### config.mk
export PLATFORM = sky130hd
export DESIGN_NAME = tcp_pseudo_header_checksum
export DESIGN_NICKNAME = d
export VERILOG_FILES = /design/src/rtl/tphc_pkg.sv /design/src/rtl/tphc_accum.sv /design/src/rtl/tcp_pseudo_header_checksum.sv
export SDC_FILE = /design/constraint.sdc
export NUM_CORES = 1
export LEC_CHECK = 0
export BUFFER_PORTS_ARGS = -buffer_cell sky130_fd_sc_hd__buf_2
export CAP_MARGIN = 40
export CORE_ASPECT_RATIO = 0.5
export CORE_MARGIN = 3
export CORE_UTILIZATION = 25
export DETAILED_ROUTE_END_ITERATION = 10
export PLACE_DENSITY = 0.42
export SYNTH_ARGS = -nofsm -noshare
export SYNTH_HDL_FRONTEND = slang
export SYNTH_SLANG_ARGS = --single-unit
### constraint.sdc
create_clock -name clk -period 9.2 [get_ports clk]
set_clock_uncertainty 0.15 [all_clocks]
set_input_delay 1.84 -clock clk [delete_from_list [all_inputs] [get_ports clk]]
set_output_delay 1.84 -clock clk [all_outputs]
set_load 0.01 [all_outputs]
### src/rtl/tphc_pkg.sv
`default_nettype none

package tphc_pkg;

  localparam int WordW   = 16;
  localparam int TdataW  = 112;

  typedef logic [WordW-1:0] word_t;
  typedef logic [3:0]       pos_t;
  typedef logic [1:0]       nbytes_t;

  // word position only matters up to the checksum field; saturate just past it
  localparam pos_t  CheckPos = 4'd8;
  localparam pos_t  PosSat   = 4'd9;

  localparam word_t HighByte = 16'hff00;
  localparam word_t AllOnes  = 16'hffff;

  localparam nbytes_t BytesNone = 2'd0;
  localparam nbytes_t BytesOne  = 2'd1;

  typedef struct packed {
    word_t   ph_sum;
    word_t   data;
    nbytes_t nbytes;
    logic    last;
  } item_t;

  function automatic word_t oc_add(input word_t a, input word_t b);
    logic [WordW:0] s;
    s = {1'b0, a} + {1'b0, b};
    return s[WordW-1:0] + {{(WordW-1){1'b0}}, s[WordW]};
  endfunction

  // ones'-complement sum of the six pseudo-header words
  function automatic word_t pseudo_sum(input logic [31:0] src, input logic [31:0] dst,
                                       input logic [7:0] proto, input word_t seglen);
    logic [18:0] t;
    logic [16:0] f;
    t = {3'b0, src[31:16]} + {3'b0, src[15:0]} + {3'b0, dst[31:16]}
      + {3'b0, dst[15:0]} + {11'b0, proto} + {3'b0, seglen};
    f = {1'b0, t[15:0]} + {14'b0, t[18:16]};
    return f[WordW-1:0] + {{(WordW-1){1'b0}}, f[WordW]};
  endfunction

endpackage

`default_nettype wire

### src/rtl/tphc_accum.sv
`default_nettype none

module tphc_accum import tphc_pkg::*; (
  input  wire logic  clk,
  input  wire logic  rst,
  input  wire logic  advance,
  input  wire item_t item,
  input  wire logic  clear_csum,
  output word_t      checksum
);

  word_t running_sum;
  word_t running_sum_next;
  pos_t  word_pos;
  pos_t  word_pos_next;
  logic  inside_packet;
  word_t base;
  word_t addend;
  word_t inv;
  pos_t  cur_pos;

  always_comb begin
    base    = inside_packet ? running_sum : item.ph_sum;
    cur_pos = inside_packet ? word_pos : '0;
    case (item.nbytes)
      BytesNone: addend = '0;
      BytesOne:  addend = item.data & HighByte;
      default:   addend = item.data;
    endcase
    if (clear_csum && cur_pos == CheckPos) begin
      addend = '0;
    end
    running_sum_next = oc_add(base, addend);
    word_pos_next    = (cur_pos == PosSat) ? cur_pos : cur_pos + pos_t'(1);
    inv              = ~running_sum_next;
    checksum         = (inv == '0) ? AllOnes : inv;
  end

  always_ff @(posedge clk) begin
    if (rst) begin
      running_sum   <= '0;
      word_pos      <= '0;
      inside_packet <= 1'b0;
    end else if (advance) begin
      running_sum   <= running_sum_next;
      word_pos      <= word_pos_next;
      inside_packet <= !item.last;
    end
  end

endmodule

`default_nettype wire

### src/rtl/tcp_pseudo_header_checksum.sv
// TCP checksum over the IPv4 pseudo-header and a segment streamed as
// 16-bit words in network order.
// s_axis: one beat per segment word. The addresses, protocol and segment
//   length are taken from the first beat of a packet; tlast closes it.
// m_axis: one beat per packet, the finished checksum (never zero).
// cfg: single-bit write channel, clear_checksum_field (reset 1). When set,
//   segment word 8 is summed as zero. Always ready; write only when idle.
// The last word is registered, then its checksum in the output register.
// Throughput: one word per cycle unless stalled. The pseudo-header sum is
//   taken as a beat is registered; the running sum is one 16-bit end-around
//   add. Reset (rst, synchronous) clears the running sum and packet state
//   and drops any pending result; s_axis_tready is low during reset.
// When m_axis stalls, the result holds and words keep being summed;
//   s_axis_tready falls once a last word sits in the input register
//   waiting for the output register, and rises when the result is taken.
`default_nettype none

module tcp_pseudo_header_checksum import tphc_pkg::*; (
  input  wire logic              clk,
  input  wire logic              rst,
  input  wire logic              s_axis_tvalid,
  output      logic              s_axis_tready,
  // src_addr[31:0], dst_addr[63:32], protocol[71:64], segment_length[87:72],
  // data_word[103:88], word_bytes[105:104], zero fill[111:106]
  input  wire logic [TdataW-1:0] s_axis_tdata,
  input  wire logic              s_axis_tlast,
  output      logic              m_axis_tvalid,
  input  wire logic              m_axis_tready,
  // checksum[15:0]
  output      logic [WordW-1:0]  m_axis_tdata,
  input  wire logic              cfg_valid,
  output      logic              cfg_ready,
  input  wire logic              cfg_data
);

  logic  a_valid;
  item_t a_item;
  logic  a_advance;
  logic  clear_csum;
  word_t checksum;

  assign cfg_ready = 1'b1;

  always_ff @(posedge clk) begin
    if (rst) begin
      clear_csum <= 1'b1;
    end else if (cfg_valid && cfg_ready) begin
      clear_csum <= cfg_data;
    end
  end

  assign a_advance     = a_valid && (!a_item.last || !m_axis_tvalid || m_axis_tready);
  assign s_axis_tready = !rst && (!a_valid || a_advance);

  always_ff @(posedge clk) begin
    if (rst) begin
      a_valid <= 1'b0;
    end else if (s_axis_tready) begin
      a_valid <= s_axis_tvalid;
    end
  end

  always_ff @(posedge clk) begin
    if (s_axis_tvalid && s_axis_tready) begin
      a_item.ph_sum <= pseudo_sum(s_axis_tdata[31:0], s_axis_tdata[63:32],
                                  s_axis_tdata[71:64], s_axis_tdata[87:72]);
      a_item.data   <= s_axis_tdata[103:88];
      a_item.nbytes <= s_axis_tdata[105:104];
      a_item.last   <= s_axis_tlast;
    end
  end

  tphc_accum u_accum (
    .clk        (clk),
    .rst        (rst),
    .advance    (a_advance),
    .item       (a_item),
    .clear_csum (clear_csum),
    .checksum   (checksum)
  );

  always_ff @(posedge clk) begin
    if (rst) begin
      m_axis_tvalid <= 1'b0;
    end else if (a_advance && a_item.last) begin
      m_axis_tvalid <= 1'b1;
    end else if (m_axis_tready) begin
      m_axis_tvalid <= 1'b0;
    end
  end

  always_ff @(posedge clk) begin
    if (a_advance && a_item.last) begin
      m_axis_tdata <= checksum;
    end
  end

endmodule

`default_nettype wire

==> flow_summary_export.csv, run 1 <==
group,metric,value,unit
cells_and_area,regArea,0.00201,mm^2
power_and_ir_drop,pwr-share-comb,71.0,%
power_and_ir_drop,switchingPower,0.00128,W
floorplanning,placementRows,43,
cells_and_area,antenna_diode_count,0,
critical_path,crit_slowest_cell,"fa_1",
power_and_ir_drop,seq_power_share,17.2,%
power_and_ir_drop,leakagePower,4.29,nW
worst_hold_path,hold_class,"reg -> reg",
cells_and_area,share_of_layout_cells_above_drive_strength_1,27.8,%
yosys,netlist_instances,790,
floorplanning,floorplan.initialDensity,25.8,%
cells_and_area,area_growth,27.3,%
grt,gr-total-overflow,0,
clock_tree,clock_sink_count,75,
clock_tree,htree_num_levels,3,
routing,routed_vias,5802,
critical_path,timing.critical_path.from_type,"primary input",
critical_path,worst_ep_arrival_time,8.76,ns
yosys,yosys_register_bits,75,
timing,final.period_utilization,96.0,%
floorplanning,floorplan.io_pins,138,
floorplanning,die_w,247,um
clock_tree,cts_made_buffers,9,
yosys,ys_seq_area_share,27.7,%
yosys,ys_warn_count,0,
yosys,avgSynthCellArea,9.18,um^2
power_and_ir_drop,power.share.switching,43.0,%
cells_and_area,finalNetCount,1200,
critical_path,cp_data_required_time,9.12,ns
routing,drt.antenna.violating_nets,0,
critical_path,slowest_delay,0.52,ns
routing,avgViaCountPerCell,4.27,
routing,final_routed_wire_length_divided_by_cell_count,12.3,um
critical_path,crit_path_category,"in -> reg",
floorplanning,die_height,126,um
status,run_status,"finished, final reports clean",
cells_and_area,postLayoutCoreUtil,32.8,%
power_and_ir_drop,power-per-cell-area,323,mW/mm^2
floorplanning,core_area,0.0281,mm^2
routing,dr.pass1.iters,4,
power_and_ir_drop,p_clk_share,11.8,%
power_and_ir_drop,p_int,0.00170,W
cells_and_area,commonest_cells_after_routing_fill_and_taps_aside,"162 x inv_1, 130 x buf_2, 59 x buf_4, 56 x fa_1, 51 x edfxtp_1",
floorplanning,dieArea,0.0312,mm^2
clock_tree,clock_latency,0.33,ns
critical_path,path_common_cell,"inv_1",
critical_path,cp_max_fo,2,
grt,gr-usage-all-layers,10.6,%
power_and_ir_drop,p_total,0.00298,W
clock_tree,tritoncts,"yes",
critical_path,path_delay_family,"adder cells",
yosys,post_synth_num_cell_types,71,
timing,setup-tns-final,0,ns
yosys,post_synth_instance_area,0.00725,mm^2
timing,worst_slew_margin_rel,44.3,%
timing,final-max-slew-violation-count,0,
flow_run,cap_violations,0,
cells_and_area,mostFrequentLayoutCell,"inv_1",
yosys,syn-num-nets,1017,
routing,drt_iter0_markers,233,
critical_path,cp.buffers_inverters,9,
yosys,synth-edff-count,51,
clock_tree,post_cts_hold_buffer_count,0,
routing,drc,0,
yosys,async_flop_share,0,%
clock_tree,max_root_sink_buffers,2,
timing,hold_viol_final,0,
timing,setup_viol_count_final,0,
place,gpl.final_weighted_congestion,0.787,
cells_and_area,multi_input_comb_area,0.00472,mm^2
timing,max_freq,0.113,GHz
clock_tree,path_clk_slew,0.06,ns
grt,number_of_antenna_violations_at_the_first_check_in_global_routing,0,
timing,tightest_slew,0.823,ns
cells_and_area,filler_cell_count,2923,
grt,grt_pass1_vias,5720,
yosys,synth_top_flop_cell,"edfxtp_1",
grt,grt_pass1_wl,27.4,mm
place,place.detailed.hpwl,14.1,mm
routing,finalWirelength,16.7,mm
critical_path,endpoint_kind,"flop",
grt,grt_max_degree,36,
critical_path,timing.reg2reg.setup_slack,2.45,ns
timing,period_minus_slack,8.84,ns
power_and_ir_drop,ir_drop,0.000141,V
place,io_buffer_count,130,
clock_tree,root_buffer,"clkbuf_16",
## power groups by stage
stage	logic, W	clock network [W]	registers, W
finish	0.00212	0.000352	0.000514
global route	0.00240	0.000381	0.000519
CTS	0.00200	0.000364	0.000515
detailed placement	0.00197	0	0.000522
global placement	0.00195	0	0.000522
floorplan	0.00135	0	0.000509
## path summary, 6_finish.rpt
| kind | startpoint | end | depth (start not counted) |
|---|---|---|---|
| worst max register to register | u_accum.inside_packet$_SDFFE_PP0P_ | m_axis_tdata[4]$_SDFFCE_PN1P_ | 25 |
| worst min-delay path | u_accum.running_sum[1]$_SDFFE_PP0P_ | u_accum.running_sum[1]$_SDFFE_PP0P_ | 2 |
| worst min register to register | u_accum.running_sum[1]$_SDFFE_PP0P_ | u_accum.running_sum[1]$_SDFFE_PP0P_ | 2 |
| worst max-delay path | s_axis_tdata[2] | a_item[33]$_DFFE_PP_ | 38 |
## worst min-delay path: stages, from the launching register on
cell and delay [ns]:
dfxtp_1 0.31, nand2_1 0.06, a21oi_1 0.05
## registers in the layout, summed over array words and instances (netlist names)
signal and cells:
a_item 35, m_axis_tdata 16, u_accum.running_sum 16, u_accum.word_pos 4
a_valid 1, clear_csum 1, m_axis_tvalid 1, u_accum.inside_packet 1
## final cells by class
type                    count  share of cell area, %
clock buffers              11                   2.74
clock inverters             5                  0.556
inverters                 163                   6.63
multi-input cells         534                   51.1
flip-flops and latches     75                   21.8
well taps                 382                   5.18
repair buffers            190                   12.0
## per-layer routing
layer | up-vias | part of all wire, % | wire length [um] | GRT usage [%]
met5 | - | 0 | 0 | 0
met4 | 0 | 0.67 | 112 | 2.10
met3 | 7 | 2.6 | 440 | 1.25
met2 | 80 | 46 | 7650 | 17.1
met1 | 2711 | 51 | 8500 | 15.4
li1 | 3004 | - | - | -
## through the flow
| stage | hold WS (ns) | cells | instance area [um^2] | worst slack [ns] |
|---|---|---|---|---|
| floorplan | 0.283 | 790 | 7250 | 0.165 |
| global placement | 0.300 | 1335 | 8680 | -0.445 |
| detailed placement | 0.307 | 1336 | 8700 | -0.490 |
| CTS | 0.319 | 1352 | 9030 | 0.0533 |
| global route | 0.332 | 1360 | 9230 | -0.0582 |
| finish | 0.322 | 1360 | 9230 | 0.364 |
## Yosys cell counts, types with 5 or more instances
master,number,area (um^2)
nand3_1,14,70.1
o21a_1,7,52.6
fa_1,58,1160
a21o_1,8,60.1
or2_2,5,31.3
nor2_1,50,188
ha_1,50,626
a21oi_1,29,145
nor2b_1,9,56.3
inv_1,163,612
o21ai_0,13,65.1
edfxtp_1,51,1530
nand2b_1,7,43.8
xnor2_1,33,289
a211oi_1,10,75.1
nand2_1,43,161
dfxtp_1,24,480
nor3_1,28,140
and3_1,8,50.1
nand2_2,10,62.6
a211o_1,7,61.3
mux2_2,17,191
nor4_1,8,50.1
nand4_1,6,37.5
and2_1,23,144
a31oi_1,6,37.5
clkbuf_1,12,45.0
xor2_1,17,149
## cell families (layout without fill, tap and decap cells)
logic type,after synthesis,after routing,synth area share (%)
adders and majority gates,108,108,24.6
buffers and inverters,181,369,9.54
DFF,75,75,27.7
and+or+nand+nor,233,233,16.7
other,1,1,0.0517
xor gates and xnor gates,51,51,6.37
AOI/OAI and AO/OA,124,124,12.3
muxes,17,17,2.64
## repair_timing
item	in CTS	in global routing
setup endpoints to repair	1	3
resized for setup	6	31
pin swaps	2	20
hold endpoints to repair	0	0
setup buffers	0	8
Power figures use the tool's default switching activity.
==> run 2, diff against run 1 <==
--- a/config.mk
+++ b/config.mk
@@ -10,8 +10,10 @@
 export CORE_ASPECT_RATIO = 0.5
 export CORE_MARGIN = 3
 export CORE_UTILIZATION = 25
+export CTS_CLUSTER_DIAMETER = 200
 export DETAILED_ROUTE_END_ITERATION = 10
 export PLACE_DENSITY = 0.42
 export SYNTH_ARGS = -nofsm -noshare
 export SYNTH_HDL_FRONTEND = slang
+export SYNTH_HIERARCHICAL = 1
 export SYNTH_SLANG_ARGS = --single-unit
==> flow_summary_export.csv, run 2 <==
group,metric,value,unit
clock_tree,clock_sink_count,75,
power_and_ir_drop,switchingPower,0.00130,W
worst_hold_path,hold_class,"reg -> reg",
critical_path,slowest_delay,0.52,ns
cells_and_area,postLayoutCoreUtil,31.1,%
clock_tree,clock_latency,0.34,ns
clock_tree,cts_made_buffers,9,
floorplanning,dieArea,0.0321,mm^2
clock_tree,root_buffer,"clkbuf_16",
place,gpl.final_weighted_congestion,0.793,
grt,number_of_antenna_violations_at_the_first_check_in_global_routing,0,
grt,grt_max_degree,36,
yosys,syn-num-nets,1011,
power_and_ir_drop,pwr-share-comb,68.9,%
status,run_status,"finished, final reports clean",
floorplanning,floorplan.initialDensity,25.6,%
cells_and_area,commonest_cells_after_routing_fill_and_taps_aside,"153 x inv_1, 130 x buf_2, 58 x fa_1, 54 x nor2_1, 51 x edfxtp_1",
timing,setup_viol_count_final,0,
routing,drt_iter0_markers,257,
routing,routed_vias,5783,
timing,worst_slew_margin_rel,54.7,%
clock_tree,tritoncts,"yes",
flow_run,cap_violations,0,
floorplanning,floorplan.io_pins,138,
yosys,post_synth_instance_area,0.00746,mm^2
routing,avgViaCountPerCell,4.34,
power_and_ir_drop,ir_drop,0.000109,V
critical_path,crit_slowest_cell,"fa_1",
critical_path,crit_path_category,"in -> reg",
cells_and_area,filler_cell_count,3109,
yosys,yosys-top-cells-area,"edfxtp_1 21%, fa_1 16%, ha_1 8.4%",
power_and_ir_drop,p_int,0.00157,W
yosys,netlist_instances,784,
critical_path,worst_ep_arrival_time,8.68,ns
yosys,post-synth-top-area-fraction,20.5,%
cells_and_area,largest_register_ffs,35,
grt,gr-usage-all-layers,10.6,%
cells_and_area,mostFrequentLayoutCell,"inv_1",
floorplanning,placementRows,44,
routing,finalWirelength,16.7,mm
floorplanning,die_w,250,um
yosys,yosys_register_bits,75,
timing,hold_viol_final,0,
timing,final.period_utilization,95.1,%
floorplanning,die_height,128,um
yosys,yosys.cell_count.top_type,"inv_1",
critical_path,timing.critical_path.from_type,"primary input",
floorplanning,core_area,0.0292,mm^2
power_and_ir_drop,p_clk_share,13.0,%
place,dp_slack,-0.0826,ns
cells_and_area,area_growth,21.5,%
routing,drt.antenna.violating_nets,0,
timing,setup-tns-final,0,ns
grt,gr-total-overflow,0,
grt,grt_use_met3,1.46,%
yosys,yosys-top-cells-count,"153 x inv_1, 58 x fa_1, 54 x nor2_1",
yosys,ys_warn_count,6,
grt,grt_pass1_vias,5785,
cells_and_area,max_flop_register,"a_item",
power_and_ir_drop,power.share.switching,45.2,%
grt,grt_pass1_wl,28.0,mm
cells_and_area,share_of_layout_cells_above_drive_strength_1,24.3,%
clock_tree,post_cts_hold_buffer_count,0,
cells_and_area,finalNetCount,1163,
critical_path,endpoint_kind,"flop",
yosys,synth_largest_area_cell,"edfxtp_1",
routing,final_routed_wire_length_divided_by_cell_count,12.5,um
power_and_ir_drop,p_total,0.00286,W
place,place.detailed.hpwl,14.0,mm
yosys,synth_top_flop_cell,"edfxtp_1",
grt,globalRouteMet2Util,17.1,%
clock_tree,path_clk_slew,0.06,ns
timing,period_minus_slack,8.75,ns
yosys,ys_seq_area_share,27.0,%
timing,tightest_slew,0.673,ns
place,place_inst,1315,
routing,drc,0,
timing,final-max-slew-violation-count,0,
clock_tree,htree_num_levels,3,
yosys,async_flop_share,0,%
grt,grtUsageMet1,15.2,%
routing,dr.pass1.iters,6,
yosys,avgSynthCellArea,9.51,um^2
clock_tree,max_root_sink_buffers,2,
cells_and_area,antenna_diode_count,0,
grt,grt.busiest_layer,"met2",
timing,post-route-worst-setup-slack,0.448,ns
critical_path,cp_max_fo,3,
power_and_ir_drop,leakagePower,4.20,nW
timing,max_freq,0.114,GHz
critical_path,cp_data_required_time,9.12,ns
cells_and_area,finalNonFillerCells,1332,
power_and_ir_drop,seq_power_share,18.1,%
power_and_ir_drop,power-per-cell-area,316,mW/mm^2
place,io_buffer_count,130,
yosys,post_synth_num_cell_types,82,
cells_and_area,biggestRegsByFlops,"a_item x35, m_axis_tdata x16, u_accum/running_sum x16",
yosys,synth-edff-count,51,
[run 2: cell count changes in the layout (fill, tap and decap cells not counted), moves of 9 or more]
cell and change:
nor3_1 -16, mux2i_1 +9, o21ai_0 +14, inv_1 -9
buf_4 -31, nand2_2 -11, xnor2_1 -9, nand2_1 -9
[run 2: final timing paths]
kind	start	to	slack, ns	cells after the start
setup reg to reg	u_accum/inside_packet$_SDFFE_PP0P_	m_axis_tdata[0]$_DFFE_PP_	2.92	23
setup / recovery	s_axis_tdata[2]	a_item[34]$_DFFE_PP_	0.45	35
hold / removal	u_accum/word_pos[1]$_SDFFE_PP0P_	u_accum/word_pos[1]$_SDFFE_PP0P_	0.33	2
hold reg to reg	u_accum/word_pos[1]$_SDFFE_PP0P_	u_accum/word_pos[1]$_SDFFE_PP0P_	0.33	2
[run 2: layout make-up]
type | count | area (um^2) | share of cell area, %
inverter | 153 | 574 | 6.33
clock inverter | 7 | 90.1 | 0.994
multi-input combinational | 537 | 4800 | 52.9
timing repair buffer | 160 | 880 | 9.70
tap | 391 | 489 | 5.40
sequential | 75 | 2010 | 22.2
clock buffer | 9 | 225 | 2.48
[run 2: per-layer routing]
metal	up-vias	share of wire [%]
li1	2974	-
met1	2714	51
met2	88	45
met3	7	2.7
met4	0	0.79
met5	-	0
[run 2: worst max-delay path, delay by kind of cell]
| kind | cells | cell delay, ns |
|---|---|---|
| fa+ha+maj | 8 | 2.62 |
| buf+inv | 7 | 0.51 |
| compound gates | 9 | 1.68 |
| simple gates | 10 | 1.85 |
| xor+xnor | 1 | 0.15 |
[run 2: power by group through the flow]
stage	combinational, W	sequential [W]	clock, W
after global placement	0.00195	0.000525	0
after detailed placement	0.00196	0.000525	0
after global routing	0.00224	0.000523	0.000404
after CTS	0.00197	0.000518	0.000385
final	0.00197	0.000518	0.000373
after floorplan	0.00151	0.000511	0
[run 2: cell families after synthesis]
kind of cell | synth area share (%)
AND/OR/NAND/NOR | 14.1
buffers and inverters | 9.12
AO/OA/AOI/OAI | 15.9
adder cells (fa/ha/maj) | 24.1
flip-flops | 27.0
XOR/XNOR | 6.16
multiplexers | 3.62
other | 0.0503
[run 2: stage by stage]
step / area, um^2 / hold WS [ns]
3_3_place_gp: 8700 / 0.305
5_1_grt: 9070 / 0.356
6_report: 9070 / 0.334
4_1_cts: 9030 / 0.329
2_1_floorplan: 7460 / 0.296
3_5_place_dp: 8720 / 0.322
[run 2: repair_timing]
item,4_1_cts,5_1_grt
setup endpoints to repair,0,6
hold endpoints to repair,0,0
gates resized for setup,0,4
buffers inserted,0,1
==> run 3, diff against run 2 <==
==> constraint.sdc (replaced) <==
create_clock -name clk -period 7.9 [get_ports clk]
set_clock_uncertainty 0.15 [all_clocks]
set_input_delay 1.58 -clock clk [delete_from_list [all_inputs] [get_ports clk]]
set_output_delay 1.58 -clock clk [all_outputs]
set_load 0.1 [all_outputs]
==> flow_summary_export.csv, run 3 (synthesis results as in run 2) <==
group,metric,value,unit
status,run_status,"finished with violations",
status,violations,"setup timing",
critical_path,timing.critical_path.from_type,"primary input",
grt,grt_max_degree,36,
cells_and_area,mostFrequentLayoutCell,"inv_1",
routing,dr.pass1.iters,4,
floorplanning,placementRows,44,
grt,gr-total-overflow,0,
clock_tree,clock_latency,0.34,ns
cells_and_area,max_flop_register,"a_item",
critical_path,cp_data_required_time,7.82,ns
place,detailed_place.area,0.00912,mm^2
routing,finalWirelength,16.9,mm
worst_hold_path,hold_class,"reg -> reg",
timing,post-route-worst-setup-slack,-0.158,ns
clock_tree,tritoncts,"yes",
critical_path,slowest_delay,0.54,ns
power_and_ir_drop,leakagePower,4.45,nW
cells_and_area,finalNetCount,1212,
cells_and_area,antenna_diode_count,0,
clock_tree,cts_made_buffers,9,
routing,drt.antenna.violating_nets,0,
timing,period_minus_slack,8.06,ns
timing,setup_repair_after_global_routing_missed_its_margin,"yes",
critical_path,cp_max_fo,3,
clock_tree,htree_num_levels,3,
floorplanning,die_height,128,um
timing,final.period_utilization,102,%
cells_and_area,area_growth,28.4,%
power_and_ir_drop,power-per-cell-area,399,mW/mm^2
cells_and_area,largest_register_ffs,35,
clock_tree,path_clk_slew,0.06,ns
routing,final_routed_wire_length_divided_by_cell_count,12.2,um
floorplanning,die_w,250,um
grt,grt_pass1_wl,28.5,mm
cells_and_area,commonest_cells_after_routing_fill_and_taps_aside,"150 x inv_1, 129 x buf_2, 75 x buf_4, 56 x fa_1, 51 x edfxtp_1",
cells_and_area,filler_cell_count,3056,
grt,number_of_antenna_violations_at_the_first_check_in_global_routing,0,
clock_tree,post_cts_hold_buffer_count,0,
routing,routed_vias,5929,
timing,setup_viol_count_final,6,
timing,hold_viol_final,0,
place,gpl.final_weighted_congestion,0.817,
routing,drt_iter0_markers,211,
floorplanning,dieArea,0.0321,mm^2
floorplanning,floorplan.initialDensity,25.6,%
grt,gr-usage-all-layers,10.8,%
cells_and_area,biggestRegsByFlops,"a_item x35, m_axis_tdata x16, u_accum/running_sum x16",
timing,final-max-slew-violation-count,0,
timing,tightest_slew,0.681,ns
clock_tree,clock_sink_count,75,
clock_tree,max_root_sink_buffers,2,
routing,drc,0,
place,io_buffer_count,130,
critical_path,worst_ep_arrival_time,7.98,ns
critical_path,endpoint_kind,"flop",
critical_path,crit_path_category,"in -> reg",
critical_path,path_common_cell,"ha_2",
critical_path,crit_slowest_cell,"fa_1",
timing,max_freq,0.124,GHz
clock_tree,root_buffer,"clkbuf_16",
power_and_ir_drop,ir_drop,0.000131,V
place,place.detailed.hpwl,14.2,mm
cells_and_area,final_design_area_no_fill,0.00958,mm^2
critical_path,timing.reg2reg.setup_slack,1.60,ns
grt,grt_pass1_vias,6046,
timing,setup-tns-final,-0.557,ns
place,dp_slack,-0.954,ns
routing,avgViaCountPerCell,4.29,
cells_and_area,share_of_layout_cells_above_drive_strength_1,31.2,%
timing,worst_slew_margin_rel,54.2,%
floorplanning,floorplan.io_pins,138,
floorplanning,core_area,0.0292,mm^2
flow_run,cap_violations,0,
timing,fin_hold_ws,0.337,ns
-- run 3: cell types whose count changed in the layout (fill, tap and decap cells not counted), sizes merged --
| cell | change |
|---|---|
| buf | +49 |
| bufinv | -1 |
| clkinvlp | +3 |
| clkinv | -2 |
-- run 3: timing repair --
item / in CTS / in global routing
gates resized for setup: 21 / 10
endpoints found under the setup margin: 12 / 12
pin swaps: 13 / 2
setup buffers: 3 / 4
-- run 3: layout make-up --
cell class | instances | area, um^2 | share of cell area, %
clock buffer | 9 | 225 | 2.35
tap | 391 | 489 | 5.11
inverter | 153 | 582 | 6.08
sequential | 75 | 2010 | 21.0
clock inverter | 7 | 77.6 | 0.810
multi-input combinational | 537 | 4930 | 51.5
timing repair buffer | 209 | 1260 | 13.2
-- run 3: layer usage --
layer / GRT usage, % / routed length [um] / vias to the layer above
li1: - / - / 3075
met1: 14.9 / 8430 / 2768
met2: 18.1 / 7860 / 73
met3: 0.953 / 331 / 13
met4: 3.12 / 229 / 0
met5: 0 / 0 / -
-- run 3: worst max-delay path, delay by kind of cell --
| kind | cells | cell delay, ns |
|---|---|---|
| adder cells (fa/ha/maj) | 9 | 2.88 |
| AND/OR/NAND/NOR | 12 | 1.96 |
| buffers and inverters | 6 | 0.30 |
| AO/OA/AOI/OAI | 7 | 1.11 |
| XOR/XNOR | 1 | 0.15 |
-- run 3: worst paths after layout --
check                                           start                             endpoint  cells past startpoint
setup / recovery                      s_axis_tdata[2]                 a_item[31]$_DFFE_PP_                     35
hold / removal    u_accum/running_sum[4]$_SDFFE_PP0P_  u_accum/running_sum[4]$_SDFFE_PP0P_                      2
setup reg to reg   u_accum/inside_packet$_SDFFE_PP0P_            m_axis_tdata[2]$_DFFE_PP_                     24
hold reg to reg   u_accum/running_sum[4]$_SDFFE_PP0P_  u_accum/running_sum[4]$_SDFFE_PP0P_                      2
-- run 3: report_power, final --
group          switching, W  total [W]  internal, W
registers         0.0000301   0.000598     0.000567
logic               0.00152    0.00281      0.00129
clock network      0.000167   0.000413     0.000246
-- run 3: per-stage QoR --
step	instances	total power (W)	utilization, %
finish	1381	0.00382	32.8
global placement	1357	0.00333	31.2
detailed placement	1358	0.00334	31.2
floorplan	784	0.00249	-
CTS	1377	0.00384	32.7
global route	1381	0.00421	32.8
